$ cat src/design/cppd_pkg.sv
// Package of shared widths, constants, tables and unit request types for the duty controller.
`default_nettype none

package cppd_pkg;

    // Duty word and accumulator formats.
    localparam int DUTY_BITS     = 32;
    localparam int ACC_FRAC_BITS = 32;
    localparam int ACC_W         = ACC_FRAC_BITS + 8;
    localparam int TERM_SHIFT    = 50 - ACC_FRAC_BITS;

    // Field widths.
    localparam int VOLT_W     = 16;
    localparam int AMP_W      = 16;
    localparam int ERR_W      = 18;
    localparam int SP_W       = 16;
    localparam int PCT_W      = 7;
    localparam int GAIN_W     = 32;
    localparam int OUT_DUTY_W = 32;
    localparam int LIM_W      = 2;
    localparam int CFG_IDX_W  = 3;
    localparam int CFG_DATA_W = 32;

    // Serial multiplier: operand of the gain, wide enough for the integral sum.
    localparam int MOP_W  = 19;
    localparam int PROD_W = GAIN_W + 1 + MOP_W;
    localparam int MCNT_W = $clog2(MOP_W + 1);
    localparam int SUM_W  = ACC_W + 2;

    // Serial divider, shared by the current target and the duty scaling.
    localparam int TGT_SHIFT  = 12;
    localparam int TGT_DVD_W  = SP_W + TGT_SHIFT;
    localparam int TGT_W      = 15;
    localparam int DUTY_DVD_W = DUTY_BITS + 8;
    localparam int DIV_W      = (TGT_DVD_W > DUTY_DVD_W) ? TGT_DVD_W : DUTY_DVD_W;
    localparam int DVS_W      = 16;
    localparam int ITER_W     = $clog2(DIV_W + 1);

    localparam int PCT_SCALE   = 100;
    localparam int PCT_ENTRIES = 2 ** PCT_W;

    // Register indexes of the configuration port.
    localparam logic [CFG_IDX_W-1:0] CFG_SETPOINT  = 3'd0;
    localparam logic [CFG_IDX_W-1:0] CFG_GAIN_PROP = 3'd1;
    localparam logic [CFG_IDX_W-1:0] CFG_GAIN_INTEG = 3'd2;
    localparam logic [CFG_IDX_W-1:0] CFG_GAIN_DERIV = 3'd3;
    localparam logic [CFG_IDX_W-1:0] CFG_MIN_VOLT  = 3'd4;
    localparam logic [CFG_IDX_W-1:0] CFG_DUTY_MIN  = 3'd5;
    localparam logic [CFG_IDX_W-1:0] CFG_DUTY_MAX  = 3'd6;

    // Limit status codes.
    localparam logic [LIM_W-1:0] LIM_NONE = 2'd0;
    localparam logic [LIM_W-1:0] LIM_MAX  = 2'd1;
    localparam logic [LIM_W-1:0] LIM_MIN  = 2'd2;

    // Register reset values.
    localparam logic [SP_W-1:0]   SP_RESET    = 16'd32768;
    localparam logic [GAIN_W-1:0] GP_RESET    = 32'd61847529;
    localparam logic [GAIN_W-1:0] GI_RESET    = 32'd51539608;
    localparam logic [GAIN_W-1:0] GD_RESET    = 32'd111325552;
    localparam logic [VOLT_W-1:0] MINV_RESET  = 16'd2048;
    localparam logic [PCT_W-1:0]  DMIN_RESET  = 7'd1;
    localparam logic [PCT_W-1:0]  DMAX_RESET  = 7'd14;

    localparam logic [63:0] FULL_WIDE = (64'd1 << DUTY_BITS) - 64'd1;

    typedef logic [DUTY_BITS-1:0] duty_t;
    typedef duty_t lim_tab_t [PCT_ENTRIES];

    // Duty fraction of each whole percent, saturated to full scale above 100.
    function automatic lim_tab_t build_lim_tab();
        lim_tab_t    tab;
        logic [63:0] frac;
        for (int p = 0; p < PCT_ENTRIES; p++)
        begin
            frac = (FULL_WIDE * 64'(p)) / 64'(PCT_SCALE);
            tab[p] = (frac > FULL_WIDE) ? FULL_WIDE[DUTY_BITS-1:0] : frac[DUTY_BITS-1:0];
        end
        return tab;
    endfunction

    localparam lim_tab_t LIM_TAB = build_lim_tab();

    typedef struct packed {
        logic              start;
        logic [ITER_W-1:0] iters;
        logic [DIV_W-1:0]  dividend;
        logic [DVS_W-1:0]  divisor;
    } div_req_t;

    typedef struct packed {
        logic              start;
        logic [GAIN_W-1:0] mcand;
        logic [MOP_W-1:0]  mplier;
    } mul_req_t;

endpackage

`default_nettype wire

$ cat src/design/cppd_div.sv
// Restoring divider that produces one quotient bit per cycle.
`default_nettype none

module cppd_div (
    input  logic                            clk,
    input  logic                            rst_n,
    input  cppd_pkg::div_req_t              req,
    output logic                            done,
    output logic [cppd_pkg::DIV_W-1:0]      quot
);

    localparam int DIV_W  = cppd_pkg::DIV_W;
    localparam int DVS_W  = cppd_pkg::DVS_W;
    localparam int ITER_W = cppd_pkg::ITER_W;

    logic [DIV_W-1:0]  dq_reg, dq_next;
    logic [DVS_W-1:0]  rem_reg, rem_next;
    logic [DVS_W-1:0]  dvs_reg, dvs_next;
    logic [ITER_W-1:0] cnt_reg, cnt_next;
    logic              busy_reg, busy_next;
    logic              done_reg, done_next;
    logic [DVS_W:0]    shifted;
    logic [DVS_W+1:0]  diff;

    // The dividend shifts out at the top while quotient bits enter at the bottom.
    always_comb
    begin
        dq_next   = dq_reg;
        rem_next  = rem_reg;
        dvs_next  = dvs_reg;
        cnt_next  = cnt_reg;
        busy_next = busy_reg;
        done_next = 1'b0;
        shifted   = {rem_reg, dq_reg[DIV_W-1]};
        diff      = {1'b0, shifted} - {2'b00, dvs_reg};
        if (req.start)
        begin
            dq_next   = req.dividend;
            rem_next  = '0;
            dvs_next  = req.divisor;
            cnt_next  = req.iters;
            busy_next = 1'b1;
        end
        else if (busy_reg)
        begin
            dq_next  = {dq_reg[DIV_W-2:0], ~diff[DVS_W+1]};
            rem_next = diff[DVS_W+1] ? shifted[DVS_W-1:0] : diff[DVS_W-1:0];
            cnt_next = cnt_reg - ITER_W'(1);
            if (cnt_reg == ITER_W'(1))
            begin
                busy_next = 1'b0;
                done_next = 1'b1;
            end
        end
    end

    always_ff @(posedge clk or negedge rst_n)
    begin
        if (!rst_n)
        begin
            dq_reg   <= '0;
            rem_reg  <= '0;
            dvs_reg  <= '0;
            cnt_reg  <= '0;
            busy_reg <= 1'b0;
            done_reg <= 1'b0;
        end
        else
        begin
            dq_reg   <= dq_next;
            rem_reg  <= rem_next;
            dvs_reg  <= dvs_next;
            cnt_reg  <= cnt_next;
            busy_reg <= busy_next;
            done_reg <= done_next;
        end
    end

    assign done = done_reg;
    assign quot = dq_reg;

endmodule

`default_nettype wire

$ cat src/design/cppd_mul.sv
// Signed shift-add multiplier that retires one multiplier bit per cycle.
`default_nettype none

module cppd_mul (
    input  logic                             clk,
    input  logic                             rst_n,
    input  cppd_pkg::mul_req_t               req,
    output logic                             done,
    output logic [cppd_pkg::PROD_W-1:0]      prod
);

    localparam int GAIN_W = cppd_pkg::GAIN_W;
    localparam int MOP_W  = cppd_pkg::MOP_W;
    localparam int MCNT_W = cppd_pkg::MCNT_W;

    logic [GAIN_W:0]   hi_reg, hi_next;
    logic [MOP_W-1:0]  lo_reg, lo_next;
    logic [GAIN_W-1:0] g_reg, g_next;
    logic [MCNT_W-1:0] cnt_reg, cnt_next;
    logic              busy_reg, busy_next;
    logic              done_reg, done_next;
    logic              last;
    logic [GAIN_W+1:0] g_ext;
    logic [GAIN_W+1:0] addend;
    logic [GAIN_W+1:0] psum;

    // The sign bit of the multiplier carries negative weight, so its step subtracts.
    always_comb
    begin
        hi_next   = hi_reg;
        lo_next   = lo_reg;
        g_next    = g_reg;
        cnt_next  = cnt_reg;
        busy_next = busy_reg;
        done_next = 1'b0;
        last      = (cnt_reg == MCNT_W'(1));
        g_ext     = {{2{g_reg[GAIN_W-1]}}, g_reg};
        addend    = '0;
        if (lo_reg[0])
        begin
            addend = last ? ((GAIN_W + 2)'(0) - g_ext) : g_ext;
        end
        psum = {hi_reg[GAIN_W], hi_reg} + addend;
        if (req.start)
        begin
            hi_next   = '0;
            lo_next   = req.mplier;
            g_next    = req.mcand;
            cnt_next  = MCNT_W'(MOP_W);
            busy_next = 1'b1;
        end
        else if (busy_reg)
        begin
            hi_next  = psum[GAIN_W+1:1];
            lo_next  = {psum[0], lo_reg[MOP_W-1:1]};
            cnt_next = cnt_reg - MCNT_W'(1);
            if (last)
            begin
                busy_next = 1'b0;
                done_next = 1'b1;
            end
        end
    end

    always_ff @(posedge clk or negedge rst_n)
    begin
        if (!rst_n)
        begin
            hi_reg   <= '0;
            lo_reg   <= '0;
            g_reg    <= '0;
            cnt_reg  <= '0;
            busy_reg <= 1'b0;
            done_reg <= 1'b0;
        end
        else
        begin
            hi_reg   <= hi_next;
            lo_reg   <= lo_next;
            g_reg    <= g_next;
            cnt_reg  <= cnt_next;
            busy_reg <= busy_next;
            done_reg <= done_next;
        end
    end

    assign done = done_reg;
    assign prod = {hi_reg, lo_reg};

endmodule

`default_nettype wire

$ cat src/design/constant_power_pid_duty_controller.sv
// Top level of the constant-power incremental PID duty controller.
//
//  Channel  | Direction | Signals                                | Transfer when
//  ---------+-----------+----------------------------------------+-------------------------
//  sample   | in        | in_valid, in_ready, func,              | in_valid && in_ready
//           |           | volt_sample, amp_sample                |
//  result   | out       | out_valid, out_ready, duty_word,       | out_valid && out_ready
//           |           | limit_state                            |
//  config   | in        | cfg_write_en, cfg_index, cfg_data      | cfg_write_en
//
// A control sample above the voltage floor runs the bit-serial divider for the current target,
// three 19-bit serial multiplications, and the divider again for the duty scaling when the
// accumulator is positive. Below the floor the target division is skipped, and a clear item
// goes straight to the result without products or divisions. Reset is asynchronous and active
// low; it restores the register defaults and clears the loop history. Samples are taken one at
// a time, and the next one is accepted as soon as the result sits in the output register, even
// while that result stalls.
`default_nettype none

module constant_power_pid_duty_controller (
    input  logic                                  clk,
    input  logic                                  rst_n,
    input  logic                                  in_valid,
    output logic                                  in_ready,
    input  logic                                  func,
    input  logic [cppd_pkg::VOLT_W-1:0]           volt_sample,
    input  logic signed [cppd_pkg::AMP_W-1:0]     amp_sample,
    output logic                                  out_valid,
    input  logic                                  out_ready,
    output logic [cppd_pkg::OUT_DUTY_W-1:0]       duty_word,
    output logic [cppd_pkg::LIM_W-1:0]            limit_state,
    input  logic                                  cfg_write_en,
    input  logic [cppd_pkg::CFG_IDX_W-1:0]        cfg_index,
    input  logic [cppd_pkg::CFG_DATA_W-1:0]       cfg_data
);

    localparam int DUTY_BITS     = cppd_pkg::DUTY_BITS;
    localparam int ACC_FRAC_BITS = cppd_pkg::ACC_FRAC_BITS;
    localparam int ACC_W         = cppd_pkg::ACC_W;
    localparam int SUM_W         = cppd_pkg::SUM_W;
    localparam int PROD_W        = cppd_pkg::PROD_W;
    localparam int MOP_W         = cppd_pkg::MOP_W;
    localparam int ERR_W         = cppd_pkg::ERR_W;
    localparam int AMP_W         = cppd_pkg::AMP_W;
    localparam int DIV_W         = cppd_pkg::DIV_W;
    localparam int ITER_W        = cppd_pkg::ITER_W;
    localparam int TGT_W         = cppd_pkg::TGT_W;
    localparam int TGT_DVD_W     = cppd_pkg::TGT_DVD_W;
    localparam int DUTY_DVD_W    = cppd_pkg::DUTY_DVD_W;
    localparam int DVS_W         = cppd_pkg::DVS_W;
    localparam int OUT_DUTY_W    = cppd_pkg::OUT_DUTY_W;
    localparam int XPROD_W       = ACC_W + DUTY_BITS;

    // Order of the three gain products.
    localparam logic [1:0] PH_PROP  = 2'd0;
    localparam logic [1:0] PH_INTEG = 2'd1;
    localparam logic [1:0] PH_DERIV = 2'd2;

    typedef enum logic [2:0] {
        ST_IDLE,
        ST_TARGET,
        ST_MUL_GO,
        ST_MUL_WAIT,
        ST_SAT,
        ST_DUTY_GO,
        ST_DUTY_WAIT,
        ST_FINISH
    } state_t;

    // Configuration registers.
    logic [cppd_pkg::SP_W-1:0]   sp_reg;
    logic [cppd_pkg::GAIN_W-1:0] gp_reg;
    logic [cppd_pkg::GAIN_W-1:0] gi_reg;
    logic [cppd_pkg::GAIN_W-1:0] gd_reg;
    logic [cppd_pkg::VOLT_W-1:0] minv_reg;
    logic [cppd_pkg::PCT_W-1:0]  dmin_reg;
    logic [cppd_pkg::PCT_W-1:0]  dmax_reg;

    // Sequencer, history and output registers.
    state_t                  state_reg, state_next;
    logic [1:0]              phase_reg, phase_next;
    logic                    func_reg, func_next;
    logic [AMP_W-1:0]        amp_reg, amp_next;
    logic [AMP_W-1:0]        meas_reg, meas_next;
    logic [ERR_W-1:0]        err_reg, err_next;
    logic [ERR_W-1:0]        perr_reg, perr_next;
    logic [AMP_W-1:0]        pm_reg, pm_next;
    logic [AMP_W-1:0]        pm2_reg, pm2_next;
    logic [ACC_W-1:0]        accum_reg, accum_next;
    logic [SUM_W-1:0]        sum_reg, sum_next;
    logic [DIV_W-1:0]        raw_reg, raw_next;
    logic                    out_valid_reg, out_valid_next;
    logic [DUTY_BITS-1:0]    duty_reg, duty_next;
    logic [cppd_pkg::LIM_W-1:0] lim_reg, lim_next;

    cppd_pkg::div_req_t      div_req;
    cppd_pkg::mul_req_t      mul_req;
    logic                    div_done;
    logic [DIV_W-1:0]        div_quot;
    logic                    mul_done;
    logic [PROD_W-1:0]       mul_prod;

    logic                    in_xfer;
    logic [TGT_W-1:0]        target;
    logic [ERR_W-1:0]        new_err;
    logic [MOP_W-1:0]        pm_x, pm2_x, meas_x, err_x, perr_x;
    logic [MOP_W-1:0]        op_p, op_i, op_d;
    logic signed [PROD_W-1:0] prod_sh;
    logic [SUM_W-1:0]        term;
    logic [ACC_W-1:0]        sat_sum;
    logic                    acc_pos;
    logic [XPROD_W-1:0]      xprod;
    logic [DUTY_DVD_W-1:0]   x_sh;
    logic [DUTY_BITS-1:0]    maxf, minf;
    logic                    out_free;

    cppd_div u_div (
        .clk   (clk),
        .rst_n (rst_n),
        .req   (div_req),
        .done  (div_done),
        .quot  (div_quot)
    );

    cppd_mul u_mul (
        .clk   (clk),
        .rst_n (rst_n),
        .req   (mul_req),
        .done  (mul_done),
        .prod  (mul_prod)
    );

    // Configuration writes; an index past the last register is ignored.
    always_ff @(posedge clk or negedge rst_n)
    begin
        if (!rst_n)
        begin
            sp_reg   <= cppd_pkg::SP_RESET;
            gp_reg   <= cppd_pkg::GP_RESET;
            gi_reg   <= cppd_pkg::GI_RESET;
            gd_reg   <= cppd_pkg::GD_RESET;
            minv_reg <= cppd_pkg::MINV_RESET;
            dmin_reg <= cppd_pkg::DMIN_RESET;
            dmax_reg <= cppd_pkg::DMAX_RESET;
        end
        else if (cfg_write_en)
        begin
            unique case (cfg_index)
                cppd_pkg::CFG_SETPOINT:   sp_reg   <= cfg_data[cppd_pkg::SP_W-1:0];
                cppd_pkg::CFG_GAIN_PROP:  gp_reg   <= cfg_data[cppd_pkg::GAIN_W-1:0];
                cppd_pkg::CFG_GAIN_INTEG: gi_reg   <= cfg_data[cppd_pkg::GAIN_W-1:0];
                cppd_pkg::CFG_GAIN_DERIV: gd_reg   <= cfg_data[cppd_pkg::GAIN_W-1:0];
                cppd_pkg::CFG_MIN_VOLT:   minv_reg <= cfg_data[cppd_pkg::VOLT_W-1:0];
                cppd_pkg::CFG_DUTY_MIN:   dmin_reg <= cfg_data[cppd_pkg::PCT_W-1:0];
                cppd_pkg::CFG_DUTY_MAX:   dmax_reg <= cfg_data[cppd_pkg::PCT_W-1:0];
                default:
                begin
                end
            endcase
        end
    end

    // The current target saturates to the positive Q5.10 range. A zero divisor gives an
    // all-ones quotient, which lands on the same saturated value.
    assign target  = (|div_quot[DIV_W-1:TGT_W]) ? {TGT_W{1'b1}} : div_quot[TGT_W-1:0];
    assign new_err = {{(ERR_W - TGT_W){1'b0}}, target}
                   - {{(ERR_W - AMP_W){amp_reg[AMP_W-1]}}, amp_reg};

    // Operands of the three products, formed from the history in 19-bit signed form.
    assign pm_x   = {{(MOP_W - AMP_W){pm_reg[AMP_W-1]}}, pm_reg};
    assign pm2_x  = {{(MOP_W - AMP_W){pm2_reg[AMP_W-1]}}, pm2_reg};
    assign meas_x = {{(MOP_W - AMP_W){meas_reg[AMP_W-1]}}, meas_reg};
    assign err_x  = {{(MOP_W - ERR_W){err_reg[ERR_W-1]}}, err_reg};
    assign perr_x = {{(MOP_W - ERR_W){perr_reg[ERR_W-1]}}, perr_reg};
    assign op_p   = pm_x - meas_x;
    assign op_i   = err_x + perr_x;
    assign op_d   = {pm_x[MOP_W-2:0], 1'b0} - meas_x - pm2_x;

    // Each product is floored to the accumulator scale on its own before it is summed.
    assign prod_sh = $signed(mul_prod) >>> cppd_pkg::TERM_SHIFT;
    assign term    = prod_sh[SUM_W-1:0];

    // Saturate the sum to the accumulator width when its top bits disagree.
    always_comb
    begin
        if (sum_reg[SUM_W-1:ACC_W-1] == {(SUM_W - ACC_W + 1){sum_reg[SUM_W-1]}})
        begin
            sat_sum = sum_reg[ACC_W-1:0];
        end
        else if (sum_reg[SUM_W-1])
        begin
            sat_sum = {1'b1, {(ACC_W - 1){1'b0}}};
        end
        else
        begin
            sat_sum = {1'b0, {(ACC_W - 1){1'b1}}};
        end
    end

    // Duty scaling: accum * (2^DUTY_BITS - 1), floored to whole percent units, then / 100.
    assign acc_pos = ~accum_reg[ACC_W-1] && (|accum_reg);
    assign xprod   = {accum_reg, {DUTY_BITS{1'b0}}} - XPROD_W'(accum_reg);
    assign x_sh    = xprod[XPROD_W-1:ACC_FRAC_BITS];

    assign maxf     = cppd_pkg::LIM_TAB[dmax_reg];
    assign minf     = cppd_pkg::LIM_TAB[dmin_reg];
    assign out_free = ~out_valid_reg || out_ready;
    assign in_xfer  = in_valid && (state_reg == ST_IDLE);

    always_comb
    begin
        state_next     = state_reg;
        phase_next     = phase_reg;
        func_next      = func_reg;
        amp_next       = amp_reg;
        meas_next      = meas_reg;
        err_next       = err_reg;
        perr_next      = perr_reg;
        pm_next        = pm_reg;
        pm2_next       = pm2_reg;
        accum_next     = accum_reg;
        sum_next       = sum_reg;
        raw_next       = raw_reg;
        duty_next      = duty_reg;
        lim_next       = lim_reg;
        out_valid_next = out_valid_reg && ~out_ready;

        div_req          = '0;
        mul_req          = '0;
        mul_req.mcand    = gd_reg;
        mul_req.mplier   = op_d;

        case (phase_reg)
            PH_PROP:
            begin
                mul_req.mcand  = gp_reg;
                mul_req.mplier = op_p;
            end
            PH_INTEG:
            begin
                mul_req.mcand  = gi_reg;
                mul_req.mplier = op_i;
            end
            default:
            begin
                mul_req.mcand  = gd_reg;
                mul_req.mplier = op_d;
            end
        endcase

        unique case (state_reg)
            ST_IDLE:
            begin
                if (in_xfer)
                begin
                    func_next  = func;
                    amp_next   = amp_sample;
                    sum_next   = {{(SUM_W - ACC_W){accum_reg[ACC_W-1]}}, accum_reg};
                    phase_next = PH_PROP;
                    if (func)
                    begin
                        state_next = ST_FINISH;
                    end
                    else if (volt_sample >= minv_reg)
                    begin
                        div_req.start    = 1'b1;
                        div_req.iters    = ITER_W'(TGT_DVD_W);
                        div_req.dividend = DIV_W'({sp_reg, {cppd_pkg::TGT_SHIFT{1'b0}}})
                                           << (DIV_W - TGT_DVD_W);
                        div_req.divisor  = volt_sample;
                        state_next       = ST_TARGET;
                    end
                    else
                    begin
                        // Below the floor the loop sees no measurement and no error.
                        meas_next  = '0;
                        err_next   = '0;
                        state_next = ST_MUL_GO;
                    end
                end
            end
            ST_TARGET:
            begin
                if (div_done)
                begin
                    meas_next  = amp_reg;
                    err_next   = new_err;
                    state_next = ST_MUL_GO;
                end
            end
            ST_MUL_GO:
            begin
                mul_req.start = 1'b1;
                state_next    = ST_MUL_WAIT;
            end
            ST_MUL_WAIT:
            begin
                if (mul_done)
                begin
                    sum_next = sum_reg + term;
                    if (phase_reg == PH_DERIV)
                    begin
                        state_next = ST_SAT;
                    end
                    else
                    begin
                        phase_next = phase_reg + 2'd1;
                        state_next = ST_MUL_GO;
                    end
                end
            end
            ST_SAT:
            begin
                accum_next = sat_sum;
                state_next = ST_DUTY_GO;
            end
            ST_DUTY_GO:
            begin
                if (acc_pos)
                begin
                    div_req.start    = 1'b1;
                    div_req.iters    = ITER_W'(DUTY_DVD_W);
                    div_req.dividend = DIV_W'(x_sh) << (DIV_W - DUTY_DVD_W);
                    div_req.divisor  = DVS_W'(cppd_pkg::PCT_SCALE);
                    state_next       = ST_DUTY_WAIT;
                end
                else
                begin
                    raw_next   = '0;
                    state_next = ST_FINISH;
                end
            end
            ST_DUTY_WAIT:
            begin
                if (div_done)
                begin
                    raw_next   = div_quot;
                    state_next = ST_FINISH;
                end
            end
            ST_FINISH:
            begin
                // The result and the history update commit together once the output is free.
                if (out_free)
                begin
                    out_valid_next = 1'b1;
                    state_next     = ST_IDLE;
                    if (func_reg)
                    begin
                        duty_next  = minf;
                        lim_next   = cppd_pkg::LIM_MIN;
                        accum_next = '0;
                        perr_next  = '0;
                        pm_next    = '0;
                        pm2_next   = '0;
                    end
                    else
                    begin
                        // The maximum is checked first, so it wins when the limits cross.
                        if (raw_reg >= DIV_W'(maxf))
                        begin
                            duty_next  = maxf;
                            lim_next   = cppd_pkg::LIM_MAX;
                            accum_next = ACC_W'(dmax_reg) << ACC_FRAC_BITS;
                        end
                        else if (raw_reg <= DIV_W'(minf))
                        begin
                            duty_next  = minf;
                            lim_next   = cppd_pkg::LIM_MIN;
                            accum_next = ACC_W'(dmin_reg) << ACC_FRAC_BITS;
                        end
                        else
                        begin
                            duty_next = raw_reg[DUTY_BITS-1:0];
                            lim_next  = cppd_pkg::LIM_NONE;
                        end
                        perr_next = err_reg;
                        pm2_next  = pm_reg;
                        pm_next   = meas_reg;
                    end
                end
            end
            default:
            begin
                state_next = ST_IDLE;
            end
        endcase
    end

    always_ff @(posedge clk or negedge rst_n)
    begin
        if (!rst_n)
        begin
            state_reg     <= ST_IDLE;
            phase_reg     <= PH_PROP;
            func_reg      <= 1'b0;
            amp_reg       <= '0;
            meas_reg      <= '0;
            err_reg       <= '0;
            perr_reg      <= '0;
            pm_reg        <= '0;
            pm2_reg       <= '0;
            accum_reg     <= '0;
            sum_reg       <= '0;
            raw_reg       <= '0;
            out_valid_reg <= 1'b0;
            duty_reg      <= '0;
            lim_reg       <= cppd_pkg::LIM_NONE;
        end
        else
        begin
            state_reg     <= state_next;
            phase_reg     <= phase_next;
            func_reg      <= func_next;
            amp_reg       <= amp_next;
            meas_reg      <= meas_next;
            err_reg       <= err_next;
            perr_reg      <= perr_next;
            pm_reg        <= pm_next;
            pm2_reg       <= pm2_next;
            accum_reg     <= accum_next;
            sum_reg       <= sum_next;
            raw_reg       <= raw_next;
            out_valid_reg <= out_valid_next;
            duty_reg      <= duty_next;
            lim_reg       <= lim_next;
        end
    end

    assign in_ready    = (state_reg == ST_IDLE);
    assign out_valid   = out_valid_reg;
    assign duty_word   = OUT_DUTY_W'(duty_reg);
    assign limit_state = lim_reg;

    // The divider only reports back while the sequencer waits for a quotient.
    a_div_done_expected: assert property (@(posedge clk) disable iff (!rst_n)
        div_done |-> (state_reg == ST_TARGET || state_reg == ST_DUTY_WAIT))
        else $error("divider finished outside a quotient wait");

    // The multiplier only reports back while the sequencer waits for a product.
    a_mul_done_expected: assert property (@(posedge clk) disable iff (!rst_n)
        mul_done |-> (state_reg == ST_MUL_WAIT))
        else $error("multiplier finished outside a product wait");

    // Between samples the accumulator holds zero, a limit, or a value inside the limits.
    a_accum_nonneg_idle: assert property (@(posedge clk) disable iff (!rst_n)
        (state_reg == ST_IDLE) |-> !accum_reg[ACC_W-1])
        else $error("accumulator negative between samples");

    // A result inside the limits lies above the minimum fraction and so is never zero.
    a_free_duty_nonzero: assert property (@(posedge clk) disable iff (!rst_n)
        (out_valid && limit_state == cppd_pkg::LIM_NONE) |-> (duty_word != '0))
        else $error("unclamped duty of zero");

endmodule

`default_nettype wire
$ cat config.mk
export PLATFORM = sky130hd
export DESIGN_NAME = constant_power_pid_duty_controller
export DESIGN_NICKNAME = d
export VERILOG_FILES = /design/src/design/cppd_pkg.sv /design/src/design/cppd_div.sv /design/src/design/cppd_mul.sv /design/src/design/constant_power_pid_duty_controller.sv
export SDC_FILE = /design/constraint.sdc
export NUM_CORES = 2
export LEC_CHECK = 0
export BUFFER_PORTS_ARGS = -buffer_cell sky130_fd_sc_hd__buf_2
export CORE_ASPECT_RATIO = 1.1
export CORE_MARGIN = 2
export CORE_UTILIZATION = 50
export DETAILED_ROUTE_END_ITERATION = 6
export PLACE_DENSITY = 0.71
export RECOVER_POWER = 100
export SETUP_SLACK_MARGIN = 0.2
export SLEW_MARGIN = 30
export SYNTH_ARGS = -nofsm -noshare
export SYNTH_HDL_FRONTEND = slang
export SYNTH_SLANG_ARGS = --single-unit
$ cat constraint.sdc
create_clock -name clk -period 7.7 [get_ports clk]
set_input_delay 0.385 -clock clk [delete_from_list [all_inputs] [get_ports clk]]
set_output_delay 0.385 -clock clk [all_outputs]
set_load 0.01 [all_outputs]
==> impl_metrics.ini <==
[layout]
drive_above_1_share_pct = 9.689
finalNetCount = 5275
largest_reg_flops = 42
area_growth_pct = 8.985
diodes = 0
fillers = 7664

[setup_path]
crit_fanout = 38
critPathRequiredTime_ps = 8180
slowest_delay_ps = 1310
path_cells = inv_1 > or3_1 > o21ai_0 > mux4_2 > nor2_1 > a21oi_1 > ha_1 > and4_1 > nand3_1 > a21oi_1 > or4_1 > o32ai_1 > o41ai_1 > a21oi_4 > clkbuf_2 > mux2i_1 > nor2_1 > a311oi_1
crit_path_top_delay_cell = dfstp_1
critical_path_buf_inv_count = 2
critical_path_class = flip-flop to flip-flop
cp_top_family = compound AO/OA/AOI/OAI gates
crit_path_end_kind = flip-flop
cp.arrival_ps = 7180
crit_path_start_kind = flip-flop

[timing]
timing.final.ws_setup_ps = 1009
worst-slew-pin-transition_ps = 5583
hold_viol_final = 0
fin_setup_tns_ps = 0
fmax_mhz = 149.4
fin_crit_sh_pct = 86.90
slew_violations = 742
relSlewSlack_pct = -272.2
rsz0062_at_grt = false
fin_worst_skew_ps = 23.50
min_period_ps = 6691
setup_viol = 0

[synth]
synth_top_area_share_pct = 31.35
syn_avg_cell_area_um2 = 8.460
synth_cell_type_count = 90
synth_area_leaders = dfrtp_1 31%, ha_1 8.6%, o21ai_0 5.6%, nand2_1 5.0%, a21oi_1 4.6%
synth_edf_count = 0
seq_area_frac_synth_pct = 34.43
synthCells = 4953
yosysTopAreaCell = dfrtp_1
synth_area_um2 = 41900
synthArstFlopShare_pct = 100.0
yosys_warnings = 0
synth_seq_cells = 574
syn-num-nets = 5337
synth_ff_type = dfrtp_1

[drt]
initialDrtViolationCount = 3627
first_pass_iters = 6
postRouteAntennaNets = 0
num_vias = 37990
routed_via_density = 6.314
totalWireLength_um = 130300
drcViolationCount = 0
wire_per_inst_um = 21.65

[floorplan]
core_area_um2 = 83190
dieArea_um2 = 86140
die_w_um = 280.0
start_util_pct = 50.37
io_pins = 109
dieHeight_um = 307.6
rows = 111

[cts]
cts_root_buf = clkbuf_16
cts_num_sinks = 574
cts_buffers = 67
clk_latency_ps = 630
clockBufferDepth = 3
cts-htree-levels = 3
clkSlewWorstSetupHoldPaths_ps = 60
cts_tree = done
post_cts_resized = 0

[run]
cap_violations = 14

[global_route]
grt_pass1_vias = 36290
grt_usage_pct = 30.06
grt_pass1_wl_um = 206500
grt-ovfl-total = 0
antenna_found_initial = 2
grt_max_degree = 151

[placement]
port_buffers = 108
dp_slack_ps = 1668
post-dp-hpwl_um = 93300
gp_congestion = 1.010

[power_and_ir_drop]
leakagePower_uw = 0.02023
ir_drop_mv = 0.3241
pwr_density_cell_nw_per_um2 = 500.8

[min_path]
min_path_type = input port to flip-flop

[status]
violations = capacitance limit, slew limit
status = finished with violations
## worst paths after layout
| path | startpoint | to | slack [ps] | cells after the start |
|---|---|---|---|---|
| min reg2reg | perr_reg[4] | perr_reg[4] | 470 | 2 |
| min | volt_sample[1] | u_div.dvs_reg[1] | 20 | 3 |
| max in group asynchronous | rst_n | accum_reg[24] | 1630 | 4 |
| max reg2reg | dmax_reg[3] | duty_word[15] | 1010 | 18 |
| max | dmax_reg[3] | duty_word[15] | 1010 | 18 |
| min in group asynchronous | rst_n | dmin_reg[2] | 2290 | 2 |
## per-stage QoR
stage | util (%) | std cells | hold slack [ps] | total power [uW] | cell area (um2)
final | 54.89 | 6017 | 17.29 | 22870 | 45670
after floorplan | - | 4953 | 89.41 | 15240 | 41900
after global placement | 51.90 | 5871 | 453.7 | 18800 | 43180
after CTS | 55.16 | 6016 | 0.4529 | 22750 | 45890
after detailed placement | 51.92 | 5871 | 463.7 | 19050 | 43190
after global routing | 54.89 | 6017 | 8.514 | 24630 | 45670
## cell usage after synthesis, drive strengths merged (17+ instances only)
cell type	number
a211oi	82
buf	55
dfstp	49
and2	45
a31oi	80
nand3	86
a21oi	386
o22ai	25
a21o	115
nand2b	38
mux2i	107
o21bai	21
fa	22
nand2	563
and3	36
ha	289
clkbuf	272
a22oi	52
nor2	418
nor4	23
nor2b	58
nand3b	44
dfrtp	525
o211ai	36
mux2	139
or3	39
o21a	46
xor2	64
a221oi	17
xnor2	110
o31ai	62
nor3	95
nand4	37
o21ai	478
inv	177
## per-layer routing
layer  vias up  GRT usage (%)  routed length (um)
li1      17830              -                   -
met1     18400          40.57               55780
met2      1435          47.98               59510
met3       327          4.453                9024
met4         2          13.12                5925
met5         -              0                  13
## layout by cell type, fill, tap and decap left out, types with 23 or more instances in the layout
master / Yosys / routed
a211oi_1: 81 / 80
a21o_1: 115 / 114
a21oi_1: 384 / 384
a22oi_1: 52 / 52
a31oi_1: 80 / 80
and2_1: 44 / 39
and3_1: 36 / 36
buf_2: 11 / 68
buf_4: 0 / 37
clkbuf_1: 272 / 68
clkbuf_16: 0 / 68
dfrtp_1: 525 / 516
dfstp_2: 49 / 48
dlygate4sd3_1: 0 / 23
ha_1: 289 / 288
inv_1: 177 / 177
mux2_2: 139 / 137
mux2i_1: 107 / 107
nand2_1: 563 / 562
nand2b_1: 38 / 38
nand3_1: 86 / 85
nand3b_1: 44 / 44
nand4_1: 37 / 37
nor2_1: 417 / 416
nor2b_1: 58 / 58
nor3_1: 95 / 95
nor4_1: 22 / 23
o211ai_1: 36 / 36
o21a_1: 46 / 46
o21ai_0: 471 / 476
o22ai_1: 25 / 25
o31ai_1: 61 / 60
or3_1: 38 / 39
xnor2_1: 110 / 110
xor2_1: 64 / 64
## what timing repair did
action / in CTS / in global routing
buffers inserted: 0 / 0
hold buffers: 23 / 0
endpoints found under the setup margin: 0 / 0
hold endpoints to repair: 110 / 0
## worst min-delay path, cell delays in order
cell and delay, ps:
buf_2 110, nand2_1 50, o31ai_1 50
## kinds of logic after synthesis
logic type      after synthesis  synth area share, %
buf+inv                     506                4.566
flops                       574                34.43
simple gates               1526                16.76
mux                         253                6.668
compound gates             1609                24.26
fa+ha+maj                   311                9.681
xor+xnor                    174                3.637
## power breakdown
part	switching, uW	leakage [uW]	internal (uW)
sequential	1320	0.00700	4260
combinational	8290	0.0120	5440
clock	1380	0.00119	2190
total	11000	0.0202	11900
## final cells by class
type | instances | area, um2 | share of cell area [%]
clock buffers | 87 | 1893 | 4.145
clock inverters | 35 | 571.8 | 1.252
inverters | 179 | 671.9 | 1.471
multi-input cells | 3873 | 25590 | 56.04
flip-flops and latches | 574 | 14440 | 31.61
well taps | 1073 | 1343 | 2.940
repair buffers | 196 | 1160 | 2.540
Power figures use the tool's default switching activity.
